--- config.mk ---
export PLATFORM = sky130hd
export DESIGN_NAME = ear_clip_triangulator
export DESIGN_NICKNAME = d
export VERILOG_FILES = /design/src/hw/rtl/ect_pkg.sv /design/src/hw/rtl/ect_ram.sv /design/src/hw/rtl/ect_datapath.sv /design/src/hw/rtl/ect_ctrl.sv /design/src/hw/rtl/ear_clip_triangulator.sv
export SDC_FILE = /design/constraint.sdc
export NUM_CORES = 2
export LEC_CHECK = 0
export ABC_AREA = 1
export ABC_CLOCK_PERIOD_IN_PS = 11340
export BUFFER_PORTS_ARGS = -buffer_cell sky130_fd_sc_hd__buf_2
export CORE_ASPECT_RATIO = 1.4
export CORE_MARGIN = 2
export CORE_UTILIZATION = 33
export DETAILED_ROUTE_END_ITERATION = 10
export GPL_ROUTABILITY_DRIVEN = 0
export PLACE_DENSITY_LB_ADDON = 0.1
export SYNTH_ARGS = -nofsm -noshare
export SYNTH_HDL_FRONTEND = slang
export SYNTH_SLANG_ARGS = --single-unit
--- constraint.sdc ---
create_clock -name clk -period 11.34 [get_ports clk]
set_input_delay 1.701 -clock clk [delete_from_list [all_inputs] [get_ports clk]]
set_output_delay 1.701 -clock clk [all_outputs]
set_load 0.01 [all_outputs]
--- src/hw/rtl/ect_pkg.sv ---
// Shared constants, codes and controller/datapath interface types
// for the ear-clipping triangulator. No dependencies.
`timescale 1ns / 1ps

package ect_pkg;

    localparam int MAX_VERTICES = 32;
    localparam int COORD_BITS   = 12;
    localparam int IDX_W        = $clog2(MAX_VERTICES);
    localparam int CNT_W        = $clog2(MAX_VERTICES + 1);
    localparam int VTX_W        = 2 * COORD_BITS;
    localparam int DIFF_W       = COORD_BITS + 1;
    localparam int PROD_W       = 2 * DIFF_W;
    localparam int STATUS_W     = 2;

    typedef enum logic [STATUS_W-1:0] {
        ST_TRIANGLE = 2'd0,
        ST_NO_EAR   = 2'd1,
        ST_TOO_FEW  = 2'd2
    } status_t;

    typedef enum logic [1:0] {RR_PREV, RR_CUR, RR_NEXT, RR_MOVE} ring_rsel_t;
    typedef enum logic {RW_INIT, RW_MOVE} ring_wsel_t;
    typedef enum logic [1:0] {VR_A, VR_B, VR_C, VR_P} vtx_rsel_t;
    typedef enum logic [1:0] {CS_ABC, CS_ABP, CS_BCP, CS_CAP} cross_sel_t;

    typedef struct packed {
        logic       take;
        logic       clr_poly;
        logic       i_clr;
        logic       i_inc;
        logic       p_clr;
        logic       p_inc;
        logic       p_from_i;
        logic       rc_load_n;
        logic       rc_dec;
        logic       ring_we;
        ring_wsel_t ring_wsel;
        ring_rsel_t ring_rsel;
        logic       ld_ia;
        logic       ld_ib;
        logic       ld_ic;
        vtx_rsel_t  vtx_rsel;
        logic       ld_a;
        logic       ld_b;
        logic       ld_c;
        logic       ld_p;
        cross_sel_t cross_sel;
        logic       vote_shift;
        logic       out_load;
        status_t    out_status;
        logic       out_last;
    } cmd_t;

    typedef struct packed {
        logic n_lt3;
        logic p_at_n;
        logic p_at_rc;
        logic i_last;
        logic cross_neg;
        logic enclosed;
        logic rc_is3;
        logic out_free;
    } stat_t;

endpackage

--- src/hw/rtl/ect_ram.sv ---
// Generic simple dual-port RAM: one write port, one read port with registered data.
// No dependencies.
`timescale 1ns / 1ps

module ect_ram #(
    parameter int WIDTH = 8,
    parameter int DEPTH = 32
) (
    input  logic                     clk,
    input  logic                     we,
    input  logic [$clog2(DEPTH)-1:0] waddr,
    input  logic [WIDTH-1:0]         wdata,
    input  logic [$clog2(DEPTH)-1:0] raddr,
    output logic [WIDTH-1:0]         rdata
);

    logic [WIDTH-1:0] mem [DEPTH];
    logic [WIDTH-1:0] rdata_reg;

    // Write and registered read
    always_ff @(posedge clk)
    begin
        if (we)
        begin
            mem[waddr] <= wdata;
        end
        rdata_reg <= mem[raddr];
    end

    assign rdata = rdata_reg;

endmodule

--- src/hw/rtl/ect_datapath.sv ---
// Datapath of the triangulator: vertex and ring memories, counters, cross-product
// unit, point-in-triangle votes and the output register. Uses ect_pkg and ect_ram.
`timescale 1ns / 1ps

module ect_datapath (
    input  logic                             clk,
    input  logic                             rst_n,
    input  ect_pkg::cmd_t                    cmd,
    output ect_pkg::stat_t                   stat,
    input  logic [ect_pkg::COORD_BITS-1:0]   vertex_x,
    input  logic [ect_pkg::COORD_BITS-1:0]   vertex_y,
    output logic                             out_valid,
    input  logic                             out_ready,
    output logic [ect_pkg::COORD_BITS-1:0]   corner_a_x,
    output logic [ect_pkg::COORD_BITS-1:0]   corner_a_y,
    output logic [ect_pkg::COORD_BITS-1:0]   corner_b_x,
    output logic [ect_pkg::COORD_BITS-1:0]   corner_b_y,
    output logic [ect_pkg::COORD_BITS-1:0]   corner_c_x,
    output logic [ect_pkg::COORD_BITS-1:0]   corner_c_y,
    output logic                             last_triangle,
    output logic [ect_pkg::STATUS_W-1:0]     status,
    output logic                             overflowed
);

    localparam int CB = ect_pkg::COORD_BITS;
    localparam int IW = ect_pkg::IDX_W;
    localparam int CW = ect_pkg::CNT_W;
    localparam int VW = ect_pkg::VTX_W;
    localparam int DW = ect_pkg::DIFF_W;
    localparam int PW = ect_pkg::PROD_W;

    logic [CW-1:0] count_reg, count_next;
    logic          ovf_reg, ovf_next;
    logic [IW-1:0] i_reg, i_next;
    logic [CW-1:0] p_reg, p_next;
    logic [CW-1:0] rc_reg, rc_next;
    logic [IW-1:0] ia_reg, ib_reg, ic_reg;
    logic [VW-1:0] a_reg, b_reg, c_reg, pt_reg;
    logic signed [PW-1:0] prod1_reg, prod2_reg;
    logic          neg_reg;
    logic [2:0]    vote_reg;
    logic          out_valid_reg, out_valid_next;
    logic [CB-1:0] oax_reg, oay_reg, obx_reg, oby_reg, ocx_reg, ocy_reg;
    logic          olast_reg;
    logic [ect_pkg::STATUS_W-1:0] ostatus_reg;
    logic          oovf_reg;

    logic          has_room;
    logic [CW-1:0] rc_m1, p_m1;
    logic          vtx_we;
    logic [VW-1:0] vtx_rdata;
    logic [IW-1:0] vtx_raddr;
    logic          ring_we;
    logic [IW-1:0] ring_waddr, ring_wdata, ring_raddr, ring_rdata;
    logic [VW-1:0] u_v, v_v, w_v;
    logic signed [DW-1:0] d1x, d1y, d2x, d2y;
    logic          out_ok;

    assign has_room = count_reg < CW'(ect_pkg::MAX_VERTICES);
    assign rc_m1    = rc_reg - CW'(1);
    assign p_m1     = p_reg - CW'(1);
    assign vtx_we   = cmd.take && has_room;

    // Vertex store, x in the low half
    ect_ram #(.WIDTH(VW), .DEPTH(ect_pkg::MAX_VERTICES)) u_vtx_ram (
        .clk   (clk),
        .we    (vtx_we),
        .waddr (count_reg[IW-1:0]),
        .wdata ({vertex_y, vertex_x}),
        .raddr (vtx_raddr),
        .rdata (vtx_rdata)
    );

    // Ring of remaining vertex indices
    ect_ram #(.WIDTH(IW), .DEPTH(ect_pkg::MAX_VERTICES)) u_ring_ram (
        .clk   (clk),
        .we    (ring_we),
        .waddr (ring_waddr),
        .wdata (ring_wdata),
        .raddr (ring_raddr),
        .rdata (ring_rdata)
    );

    // Select vertex read address
    always_comb
    begin
        unique case (cmd.vtx_rsel)
            ect_pkg::VR_A: vtx_raddr = ia_reg;
            ect_pkg::VR_B: vtx_raddr = ib_reg;
            ect_pkg::VR_C: vtx_raddr = ic_reg;
            default:       vtx_raddr = p_reg[IW-1:0];
        endcase
    end

    // Select ring read address, wrapping at both ends
    always_comb
    begin
        unique case (cmd.ring_rsel)
            ect_pkg::RR_PREV: ring_raddr = (i_reg == '0) ? rc_m1[IW-1:0] : i_reg - IW'(1);
            ect_pkg::RR_CUR:  ring_raddr = i_reg;
            ect_pkg::RR_NEXT: ring_raddr = stat.i_last ? '0 : i_reg + IW'(1);
            default:          ring_raddr = p_reg[IW-1:0];
        endcase
    end

    // Ring writes: identity fill or shift down by one
    assign ring_we    = cmd.ring_we;
    assign ring_waddr = (cmd.ring_wsel == ect_pkg::RW_INIT) ? p_reg[IW-1:0] : p_m1[IW-1:0];
    assign ring_wdata = (cmd.ring_wsel == ect_pkg::RW_INIT) ? p_reg[IW-1:0] : ring_rdata;

    // Cross-product operands U, V, W
    always_comb
    begin
        unique case (cmd.cross_sel)
            ect_pkg::CS_ABC: begin u_v = a_reg; v_v = b_reg; w_v = c_reg;  end
            ect_pkg::CS_ABP: begin u_v = a_reg; v_v = b_reg; w_v = pt_reg; end
            ect_pkg::CS_BCP: begin u_v = b_reg; v_v = c_reg; w_v = pt_reg; end
            default:         begin u_v = c_reg; v_v = a_reg; w_v = pt_reg; end
        endcase
    end

    assign d1x = signed'({1'b0, v_v[CB-1:0]})  - signed'({1'b0, u_v[CB-1:0]});
    assign d1y = signed'({1'b0, v_v[VW-1:CB]}) - signed'({1'b0, u_v[VW-1:CB]});
    assign d2x = signed'({1'b0, w_v[CB-1:0]})  - signed'({1'b0, v_v[CB-1:0]});
    assign d2y = signed'({1'b0, w_v[VW-1:CB]}) - signed'({1'b0, v_v[VW-1:CB]});

    // Counter next values
    always_comb
    begin
        count_next = count_reg;
        ovf_next   = ovf_reg;
        if (cmd.clr_poly)
        begin
            count_next = '0;
            ovf_next   = 1'b0;
        end
        else if (cmd.take)
        begin
            if (has_room)
            begin
                count_next = count_reg + CW'(1);
            end
            else
            begin
                ovf_next = 1'b1;
            end
        end

        i_next = i_reg;
        if (cmd.i_clr)
        begin
            i_next = '0;
        end
        else if (cmd.i_inc)
        begin
            i_next = i_reg + IW'(1);
        end

        p_next = p_reg;
        if (cmd.p_clr)
        begin
            p_next = '0;
        end
        else if (cmd.p_from_i)
        begin
            p_next = CW'(i_reg) + CW'(1);
        end
        else if (cmd.p_inc)
        begin
            p_next = p_reg + CW'(1);
        end

        rc_next = rc_reg;
        if (cmd.rc_load_n)
        begin
            rc_next = count_reg;
        end
        else if (cmd.rc_dec)
        begin
            rc_next = rc_m1;
        end

        out_valid_next = out_valid_reg;
        if (cmd.out_load)
        begin
            out_valid_next = 1'b1;
        end
        else if (out_ready)
        begin
            out_valid_next = 1'b0;
        end
    end

    // Hold control counters and output valid
    always_ff @(posedge clk or negedge rst_n)
    begin
        if (!rst_n)
        begin
            count_reg     <= '0;
            ovf_reg       <= 1'b0;
            i_reg         <= '0;
            p_reg         <= '0;
            rc_reg        <= '0;
            out_valid_reg <= 1'b0;
        end
        else
        begin
            count_reg     <= count_next;
            ovf_reg       <= ovf_next;
            i_reg         <= i_next;
            p_reg         <= p_next;
            rc_reg        <= rc_next;
            out_valid_reg <= out_valid_next;
        end
    end

    assign out_ok = (cmd.out_status == ect_pkg::ST_TRIANGLE);

    // Payload registers: corners, products, votes, result
    always_ff @(posedge clk)
    begin
        if (cmd.ld_ia) ia_reg <= ring_rdata;
        if (cmd.ld_ib) ib_reg <= ring_rdata;
        if (cmd.ld_ic) ic_reg <= ring_rdata;
        if (cmd.ld_a)  a_reg  <= vtx_rdata;
        if (cmd.ld_b)  b_reg  <= vtx_rdata;
        if (cmd.ld_c)  c_reg  <= vtx_rdata;
        if (cmd.ld_p)  pt_reg <= vtx_rdata;
        prod1_reg <= PW'(d1x) * PW'(d2y);
        prod2_reg <= PW'(d1y) * PW'(d2x);
        neg_reg   <= prod1_reg < prod2_reg;
        if (cmd.vote_shift)
        begin
            vote_reg <= {vote_reg[1:0], neg_reg};
        end
        if (cmd.out_load)
        begin
            oax_reg     <= out_ok ? a_reg[CB-1:0]  : '0;
            oay_reg     <= out_ok ? a_reg[VW-1:CB] : '0;
            obx_reg     <= out_ok ? b_reg[CB-1:0]  : '0;
            oby_reg     <= out_ok ? b_reg[VW-1:CB] : '0;
            ocx_reg     <= out_ok ? c_reg[CB-1:0]  : '0;
            ocy_reg     <= out_ok ? c_reg[VW-1:CB] : '0;
            olast_reg   <= cmd.out_last;
            ostatus_reg <= cmd.out_status;
            oovf_reg    <= ovf_reg;
        end
    end

    // Status to the controller
    assign stat.n_lt3     = count_reg < CW'(3);
    assign stat.p_at_n    = p_reg == count_reg;
    assign stat.p_at_rc   = p_reg == rc_reg;
    assign stat.i_last    = CW'(i_reg) == rc_m1;
    assign stat.cross_neg = neg_reg;
    assign stat.enclosed  = (vote_reg == 3'b000) || (vote_reg == 3'b111);
    assign stat.rc_is3    = rc_reg == CW'(3);
    assign stat.out_free  = !out_valid_reg || out_ready;

    assign out_valid     = out_valid_reg;
    assign corner_a_x    = oax_reg;
    assign corner_a_y    = oay_reg;
    assign corner_b_x    = obx_reg;
    assign corner_b_y    = oby_reg;
    assign corner_c_x    = ocx_reg;
    assign corner_c_y    = ocy_reg;
    assign last_triangle = olast_reg;
    assign status        = ostatus_reg;
    assign overflowed    = oovf_reg;

endmodule

--- src/hw/rtl/ect_ctrl.sv ---
// Controller state machine of the triangulator: sequences loading, ring set-up,
// ear tests, point tests, emission and ring compaction. Uses ect_pkg.
`timescale 1ns / 1ps

module ect_ctrl (
    input  logic           clk,
    input  logic           rst_n,
    input  logic           in_valid,
    output logic           in_ready,
    input  logic           last_vertex,
    input  ect_pkg::stat_t stat,
    output ect_pkg::cmd_t  cmd
);

    typedef enum logic [4:0] {
        S_IDLE, S_START, S_INIT, S_R0, S_R1, S_R2, S_R3,
        S_V0, S_V1, S_V2, S_V3, S_E0, S_E1, S_E2,
        S_PRD, S_PLAT, S_T0, S_T1, S_T2, S_T3, S_T4, S_T5,
        S_EMIT, S_MVRD, S_MVWR, S_ERR
    } state_t;

    state_t           state_reg, state_next;
    ect_pkg::status_t err_reg, err_next;
    logic             reject;

    assign in_ready = (state_reg == S_IDLE);

    // Decode commands and next state
    always_comb
    begin
        cmd            = '0;
        cmd.ring_wsel  = ect_pkg::RW_INIT;
        cmd.ring_rsel  = ect_pkg::RR_CUR;
        cmd.vtx_rsel   = ect_pkg::VR_A;
        cmd.cross_sel  = ect_pkg::CS_ABC;
        cmd.out_status = ect_pkg::ST_TRIANGLE;
        state_next     = state_reg;
        err_next       = err_reg;
        reject         = 1'b0;

        unique case (state_reg)
            S_IDLE:
            begin
                if (in_valid)
                begin
                    cmd.take = 1'b1;
                    if (last_vertex) state_next = S_START;
                end
            end
            S_START:
            begin
                if (stat.n_lt3)
                begin
                    err_next   = ect_pkg::ST_TOO_FEW;
                    state_next = S_ERR;
                end
                else
                begin
                    cmd.p_clr  = 1'b1;
                    state_next = S_INIT;
                end
            end
            S_INIT:
            begin
                if (stat.p_at_n)
                begin
                    cmd.rc_load_n = 1'b1;
                    cmd.i_clr     = 1'b1;
                    state_next    = S_R0;
                end
                else
                begin
                    cmd.ring_we = 1'b1;
                    cmd.p_inc   = 1'b1;
                end
            end
            S_R0: begin cmd.ring_rsel = ect_pkg::RR_PREV; state_next = S_R1; end
            S_R1: begin cmd.ring_rsel = ect_pkg::RR_CUR; cmd.ld_ia = 1'b1; state_next = S_R2; end
            S_R2: begin cmd.ring_rsel = ect_pkg::RR_NEXT; cmd.ld_ib = 1'b1; state_next = S_R3; end
            S_R3: begin cmd.ld_ic = 1'b1; state_next = S_V0; end
            S_V0: begin cmd.vtx_rsel = ect_pkg::VR_A; state_next = S_V1; end
            S_V1: begin cmd.vtx_rsel = ect_pkg::VR_B; cmd.ld_a = 1'b1; state_next = S_V2; end
            S_V2: begin cmd.vtx_rsel = ect_pkg::VR_C; cmd.ld_b = 1'b1; state_next = S_V3; end
            S_V3: begin cmd.ld_c = 1'b1; state_next = S_E0; end
            S_E0: begin cmd.cross_sel = ect_pkg::CS_ABC; state_next = S_E1; end
            S_E1: state_next = S_E2;
            S_E2:
            begin
                if (!stat.cross_neg)
                begin
                    reject = 1'b1;
                end
                else
                begin
                    cmd.p_clr  = 1'b1;
                    state_next = S_PRD;
                end
            end
            S_PRD:
            begin
                if (stat.p_at_n)
                begin
                    state_next = S_EMIT;
                end
                else
                begin
                    cmd.vtx_rsel = ect_pkg::VR_P;
                    state_next   = S_PLAT;
                end
            end
            S_PLAT: begin cmd.ld_p = 1'b1; state_next = S_T0; end
            S_T0: begin cmd.cross_sel = ect_pkg::CS_ABP; state_next = S_T1; end
            S_T1: begin cmd.cross_sel = ect_pkg::CS_BCP; state_next = S_T2; end
            S_T2:
            begin
                cmd.cross_sel  = ect_pkg::CS_CAP;
                cmd.vote_shift = 1'b1;
                state_next     = S_T3;
            end
            S_T3: begin cmd.vote_shift = 1'b1; state_next = S_T4; end
            S_T4: begin cmd.vote_shift = 1'b1; state_next = S_T5; end
            S_T5:
            begin
                if (stat.enclosed)
                begin
                    reject = 1'b1;
                end
                else
                begin
                    cmd.p_inc  = 1'b1;
                    state_next = S_PRD;
                end
            end
            S_EMIT:
            begin
                if (stat.out_free)
                begin
                    cmd.out_load = 1'b1;
                    cmd.out_last = stat.rc_is3;
                    cmd.p_from_i = 1'b1;
                    state_next   = S_MVRD;
                end
            end
            S_MVRD:
            begin
                if (stat.p_at_rc)
                begin
                    cmd.rc_dec = 1'b1;
                    cmd.i_clr  = 1'b1;
                    if (stat.rc_is3)
                    begin
                        cmd.clr_poly = 1'b1;
                        state_next   = S_IDLE;
                    end
                    else
                    begin
                        state_next = S_R0;
                    end
                end
                else
                begin
                    cmd.ring_rsel = ect_pkg::RR_MOVE;
                    state_next    = S_MVWR;
                end
            end
            S_MVWR:
            begin
                cmd.ring_we   = 1'b1;
                cmd.ring_wsel = ect_pkg::RW_MOVE;
                cmd.p_inc     = 1'b1;
                state_next    = S_MVRD;
            end
            S_ERR:
            begin
                if (stat.out_free)
                begin
                    cmd.out_load   = 1'b1;
                    cmd.out_status = err_reg;
                    cmd.out_last   = 1'b1;
                    cmd.clr_poly   = 1'b1;
                    state_next     = S_IDLE;
                end
            end
            default: state_next = S_IDLE;
        endcase

        // Drop this tip: try the next one, or give up at the end of the ring
        if (reject)
        begin
            if (stat.i_last)
            begin
                err_next   = ect_pkg::ST_NO_EAR;
                state_next = S_ERR;
            end
            else
            begin
                cmd.i_inc  = 1'b1;
                state_next = S_R0;
            end
        end
    end

    // Hold state and error code
    always_ff @(posedge clk or negedge rst_n)
    begin
        if (!rst_n)
        begin
            state_reg <= S_IDLE;
            err_reg   <= ect_pkg::ST_TRIANGLE;
        end
        else
        begin
            state_reg <= state_next;
            err_reg   <= err_next;
        end
    end

endmodule

--- src/hw/rtl/ear_clip_triangulator.sv ---
// Top level of the ear-clipping triangulator: controller plus datapath.
// Depends on ect_pkg, ect_ctrl, ect_datapath (and ect_ram through it).
//
//   channel | signals                               | direction
//   --------+---------------------------------------+----------
//   in      | in_valid/in_ready, vertex_x/y, last   | into block
//   out     | out_valid/out_ready, corners, status  | out of block
//
// Vertices load back to back.
// After the last vertex the ring is built; then for each tip tried its corners are
// read, the ear is tested, and every stored vertex is tested against it; an ear is
// emitted and removed by shifting the later ring entries down. An error ends the
// polygon with a single status result. The cross-product unit is shared; memory reads are registered.
// Input is not taken while a polygon is being clipped. A stalled output holds
// the controller at the emit or error step. Reset is asynchronous, active low.
`timescale 1ns / 1ps

module ear_clip_triangulator (
    input  logic                             clk,
    input  logic                             rst_n,
    input  logic                             in_valid,
    output logic                             in_ready,
    input  logic [ect_pkg::COORD_BITS-1:0]   vertex_x,
    input  logic [ect_pkg::COORD_BITS-1:0]   vertex_y,
    input  logic                             last_vertex,
    output logic                             out_valid,
    input  logic                             out_ready,
    output logic [ect_pkg::COORD_BITS-1:0]   corner_a_x,
    output logic [ect_pkg::COORD_BITS-1:0]   corner_a_y,
    output logic [ect_pkg::COORD_BITS-1:0]   corner_b_x,
    output logic [ect_pkg::COORD_BITS-1:0]   corner_b_y,
    output logic [ect_pkg::COORD_BITS-1:0]   corner_c_x,
    output logic [ect_pkg::COORD_BITS-1:0]   corner_c_y,
    output logic                             last_triangle,
    output logic [ect_pkg::STATUS_W-1:0]     status,
    output logic                             overflowed
);

    ect_pkg::cmd_t  cmd;
    ect_pkg::stat_t stat;

    ect_ctrl u_ctrl (
        .clk         (clk),
        .rst_n       (rst_n),
        .in_valid    (in_valid),
        .in_ready    (in_ready),
        .last_vertex (last_vertex),
        .stat        (stat),
        .cmd         (cmd)
    );

    ect_datapath u_dp (
        .clk           (clk),
        .rst_n         (rst_n),
        .cmd           (cmd),
        .stat          (stat),
        .vertex_x      (vertex_x),
        .vertex_y      (vertex_y),
        .out_valid     (out_valid),
        .out_ready     (out_ready),
        .corner_a_x    (corner_a_x),
        .corner_a_y    (corner_a_y),
        .corner_b_x    (corner_b_x),
        .corner_b_y    (corner_b_y),
        .corner_c_x    (corner_c_x),
        .corner_c_y    (corner_c_y),
        .last_triangle (last_triangle),
        .status        (status),
        .overflowed    (overflowed)
    );

endmodule
---- After elaboration in Yosys (flattened, before gate mapping) ----
Memory sizes are Yosys's and may differ from the RTL's. A register that Yosys moved wholly into a read port is not among the register bits.
Cells that the tools add are included.
word-level totals
  bits in registers ....................... 275
  RAM bits ................................ 928
  output and inout bits ................... 78
  logic and storage cells ................. 201
  memories kept ........................... 2
memories
  memory               depth  bits a word  rd ports  clocked after Yosys merged registers in  wr ports  line           RTL
  u_dp.u_vtx_ram.mem   32     24           1         1                                        1         ect_ram.sv:17  logic [WIDTH-1:0] mem [DEPTH];
  u_dp.u_ring_ram.mem  32     5            1         1                                        1         ect_ram.sv:17
operators by class
  add/sub/neg operators ................... 11
  multipliers ............................. 2
  $lt $le $gt $ge ......................... 3
  equal/unequal tests ..................... 44
  mux-type cells .......................... 89
  reductions and logical operators ........ 22
operator list
  kind                                                                   number
  5-bit one-hot mux with 26 select lines                                 1
  24-bit one-hot mux with 2 select lines                                 2
  5-bit 2-to-1 mux                                                       18
  13-bit by 13-bit multiplier with 26-bit output                         2
  12-bit by 12-bit subtractor with 13-bit output                         4
  5-bit equality test, second input constant                             10
  6-bit 2-to-1 mux                                                       8
  5-bit by 4-bit equality test with 1-bit output, second input constant  8
  1-bit 2-to-1 mux                                                       36
  5-bit one-hot mux with 3 select lines                                  2
  26-bit less-than comparator                                            1
  24-bit 2-to-1 mux                                                      1
  5-bit by 3-bit equality test with 1-bit output, second input constant  4
  2-bit 2-to-1 mux                                                       9
  2-bit one-hot mux with 3 select lines                                  3
  3-bit by 2-bit != test with 1-bit output, second input constant        5
  1-bit one-hot mux with 2 select lines                                  7
  6-bit by 1-bit adder with 6-bit output, second input constant          2
  6-bit equality test                                                    2
  5-bit by 2-bit equality test with 1-bit output, second input constant  2
  5-bit zero test                                                        2
  2-bit nonzero test                                                     5
  5-bit by 1-bit subtractor with 5-bit output, second input constant     2
  2-bit zero test                                                        4
  other kinds (24)                                                       31

---- Logic depth before layout (Yosys ltp) ----
  word-level depth ........................ 7
  mapped depth ............................ 45
  gate-level depth less buffers ........... 43

---- Hierarchy ----
A second synthesis with hierarchy kept.
unflattened totals
  cell total of the unflattened synthesis .. 6595
  area, all modules ....................... 66394.9 um^2
modules (own cells, without submodules)
  module                      instances  cells each  area each (um^2)
  ect_ram at u_dp.u_vtx_ram   1          2665        31760.5
  ect_datapath                1          3165        26970.9
  ect_ram at u_dp.u_ring_ram  1          595         6796.5
  ect_ctrl                    1          170         867.1

---- Least setup slack after synthesis ----
Ideal clock, no wire load.
  path type ............................... reg2reg
  start ................................... register u_ctrl.state_reg[2]
  end ..................................... register u_dp.prod1_reg[23]
  library setup time ...................... 0.127 ns
  data arrival time ....................... 7.966 ns
  path slack .............................. 3.247 ns
  cell stages (with the launch flop) ...... 39
  buffers on the path ..................... 2
  clock period less this slack ............ 8.093 ns
  path through ............................ dfrtp_1 -> nor2_2 -> nand2_2 -> inv_2 -> nand2_2 -> buf_1 -> buf_1 -> nor2_1 -> a221oi_1 -> inv_1 -> ha_1 -> nand3_1 -> and2_1 -> inv_1 -> a21o_1 -> a21o_1 -> a21oi_1 -> xor2_1 -> [... 3 more ...] -> fa_1 -> inv_1 -> fa_1 -> fa_1 -> inv_1 -> fa_1 -> inv_1 -> ha_1 -> ha_1 -> a21oi_1 -> nand2_1 -> a21oi_1 -> o21ai_0 -> a21oi_1 -> inv_1 -> a21oi_1 -> o21ai_0 -> xor2_1
on the way
  word-level cells in the longest chain between the ends .. 7
  elaborated cells between the ends (all ways) .. 14
ends and longest elaborated chain
  item                                                                               line                                      RTL
  start: declaration                                                                 ect_ctrl.sv:22                            state_t state_reg, state_next;
  start signal: assignment                                                           ect_ctrl.sv:213                           state_reg <= state_next;
  5-bit equality test                                                                ect_ctrl.sv:41                            unique case (state_reg)
  2-bit one-hot mux with 3 select lines *                                            ect_ctrl.sv:41
  2-bit by 1-bit equality test with 1-bit output or 2-bit zero test (tied branches)  ect_datapath.sv:114                       unique case (cmd.cross_sel)
  2-bit OR reduction (no line)                                                       -
  24-bit one-hot mux with 2 select lines                                             ect_datapath.sv:114
  12-bit by 12-bit subtractor with 13-bit output, on equally long branches           ect_datapath.sv:122, ect_datapath.sv:125
  13-bit by 13-bit multiplier with 26-bit output *                                   ect_datapath.sv:229                       prod1_reg <= PW'(d1x) * PW'(d2y);
  end signal: assignment                                                             ect_datapath.sv:229
  end: declaration                                                                   ect_datapath.sv:39                        logic signed [PW-1:0] prod1_reg, prod2_reg;
Every way passes the cells marked *; elsewhere a longest branch is shown, timed or not.
A chain may end at the register's enable or synchronous reset.

---- Worst setup path in the final report ----
Same ends and word-level chain as after synthesis.

==> results_dict.tcl <==
set metrics [dict create \
    tns_ns 0 \
    synth_cell_type_count 61 \
    post-place-ws_ns 1.75 \
    fillerInstances 20418 \
    cpMostUsedCell "inv_1" \
    worst_pin_slew_ns 1.08 \
    clk_pin_slew_ns 0.06 \
    syn-num-nets 7296 \
    largest_registers "u_dp.u_vtx_ram.mem: 768 flops, u_dp.u_ring_ram.mem: 160 flops" \
    clockRootBuffer "clkbuf_16" \
    placed_cell_area_um2 71200 \
    synth_top_family_by_area "simple AND/OR/NAND/NOR gates" \
    largest_register_ffs 768 \
    drt_iter0_drc 3638 \
    grtUsageTotal_pct 20.7 \
    synth.top_cell.area_share_pct 49.7 \
    fin_skew_ns 0.0882 \
    via_per_inst 5.02 \
    cts_resized 0 \
    grt_max_degree 144 \
    first_pass_iters 5 \
    path_class "reg -> reg" \
    max_stage_delay_ns 0.77 \
    hold_viol_final 0 \
    num_vias 47904 \
    synth-seq-cells 1232 \
    core_um2 204000 \
    synth_compound_area_share_pct 2.97 \
    antenna_found_initial 17 \
    setup-violations-final 0 \
    crit_fanout 36 \
    critPathArrivalTime_ns 10.29 \
    synth-adder-area-share_pct 13.7 \
    initial_core_util_pct 33.2 \
    drv_cap 0 \
    yosys.area.top_type "edfxtp_1" \
    synthTopCellsByCount "nand2_1 (1552), edfxtp_1 (1118), nand3_1 (943)" \
    async_reset_ff_share_pct 2.60 \
    maxSlewViolCount 0 \
    core.rowCount 196 \
    synthCells 6727 \
    antenna_left 0 \
    worst_setup_path_start_kind "flop" \
    cts_hold_buf 0 \
    setup_ws_ns 1.67 \
    nNetsFinal 7339 \
    clock_sinks 1232 \
    grt_pass1_vias 48176 \
    synthTopCellsByArea "edfxtp_1 (50%), fa_1 (9.7%), nand2_1 (8.6%), nand3_1 (7.0%), inv_1 (5.2%)" \
    synth_simple_gate_area_share_pct 21.6 \
    ys.flop_type "edfxtp_1" \
    relSlewSlack_pct 27.6 \
    fin_crit_sh_pct 85.3 \
    post-route-cell-area_um2 75500 \
    synth_edf_count 1118 \
    areaGrowthSynthToFinish_pct 11.8 \
    ys_seq_area_share_pct 53.3 \
    status "complete, no violations" \
    postCtsSetupRepairBufs 0 \
    wl_per_cell_um 22.9 \
    cts_tree "yes" \
    cpMaxStageDelayCell "xor2_1" \
    r2r-start "u_ctrl.state_reg[2]$_DFFE_PN0P_" \
    netlist_area_um2 67600 \
    worstHoldPathType "reg -> reg" \
    hpwl_mm 138 \
    synthXorXnorAreaFrac_pct 1.15 \
    die_w_um 386 \
    hp-start "u_dp.u_vtx_ram.rdata[22]$_DFF_P_" \
    io_pins 107 \
    numCtsBuffers 142 \
    rsz0062_at_grt "no" \
    drive_gt1_share_pct 7.16 \
    top_register "u_dp.u_vtx_ram.mem" \
    period_needed_ns 9.67 \
    dieArea_um2 208000 \
    cts_max_path_buffers 4 \
    finalWirelength_mm 219 \
    crit_path_end_kind "flop" \
    grt_overflow 0 \
    synth.area.mux_share_pct 0 \
    grt_first_pass_wirelength_mm 323 \
    yosysWarningCount 0 \
    yosysMostFrequentCell "nand2_1" \
    fmax_mhz 103 \
    numPortBuffers 106 \
    drc 0 \
    cts.htree.levels 4 \
    startpoint "u_ctrl.state_reg[2]$_DFFE_PN0P_" \
    required_ns 11.96 \
    clk_latency_ns 0.82 \
    fp.dieH_um 539 \
    syn_area_per_cell_um2 10.0 \
]
final cells by class:
class	count	area, um2	area share, %
flip-flops and latches	1232	36000	47.7
multi-input cells	4236	27000	35.8
clock buffers	180	3770	4.99
inverters	968	3640	4.82
well taps	2673	3340	4.43
repair buffers	190	1210	1.60
clock inverters	62	499	0.661
diodes	10	25.0	0.0331
stage by stage:
stage / util [%] / hold slack [ns] / cells
2_1_floorplan: - / 0.425 / 6727
3_5_place_dp: 35.0 / 0.465 / 9299
5_1_grt: 37.1 / 0.503 / 9546
6_report: 37.1 / 0.481 / 9551
4_1_cts: 37.1 / 0.480 / 9541
3_3_place_gp: 35.0 / 0.458 / 9299
kinds of logic after synthesis:
kind of cell             count (synthesis)
XOR/XNOR                                86
flip-flops                            1232
buffers and inverters                 1259
AO/OA/AOI/OAI                          331
adder cells (fa/ha/maj)                540
AND/OR/NAND/NOR                       3279
critical path, delay by kind of cell (launching register included):
kind                       cells  cell delay [ns]
AOI/OAI and AO/OA             10             2.29
xor gates and xnor gates       2             0.93
adders and majority gates      9             3.55
buffers and inverters         10             0.71
DFF                            1             0.44
and+or+nand+nor                6             1.54
worst paths after layout:
check	slack (ns)	cells past startpoint	to
setup reg to reg	1.67	37	u_dp.prod1_reg[23]$_DFF_P_
max in group asynchronous	9.78	1	u_dp.count_reg[0]$_DFFE_PN0P_
hold / removal	0.48	0	u_dp.a_reg[22]$_DFFE_PP_
hold reg to reg	0.48	0	u_dp.a_reg[22]$_DFFE_PP_
min in group asynchronous	1.00	1	u_dp.rc_reg[1]$_DFFE_PN0P_
setup / recovery	1.67	37	u_dp.prod1_reg[23]$_DFF_P_
cell usage in the layout (no fill, tap or decap), drive strengths merged, types with 10 or more instances in the layout:
cell | synthesis | final
a21oi | 123 | 123
a221oi | 15 | 15
a31oi | 17 | 17
buf | 174 | 190
clkbuf | 117 | 180
clkinv | 10 | 59
dfrtp | 32 | 32
dfxtp | 82 | 82
diode | 0 | 10
edfxtp | 1118 | 1118
fa | 329 | 329
ha | 211 | 211
inv | 958 | 962
nand2 | 1565 | 1565
nand3 | 945 | 945
nand3b | 224 | 224
nand4 | 35 | 35
nor2 | 464 | 464
nor3 | 25 | 25
o21ai | 83 | 83
o221ai | 21 | 21
o22ai | 15 | 15
xnor2 | 32 | 32
xor2 | 54 | 54
metal layers:
metal / GRT usage, % / vias up / share of wire, %
li1: - / 22324 / -
met1: 25.6 / 24116 / 41
met2: 37.0 / 1102 / 51
met3: 2.57 / 354 / 4.0
met4: 7.32 / 8 / 3.7
met5: 0 / - / 0.021
Power is left out: the tool's default activity adds up to more than one toggle a clock period on the data nets, which glitch-free logic cannot reach.
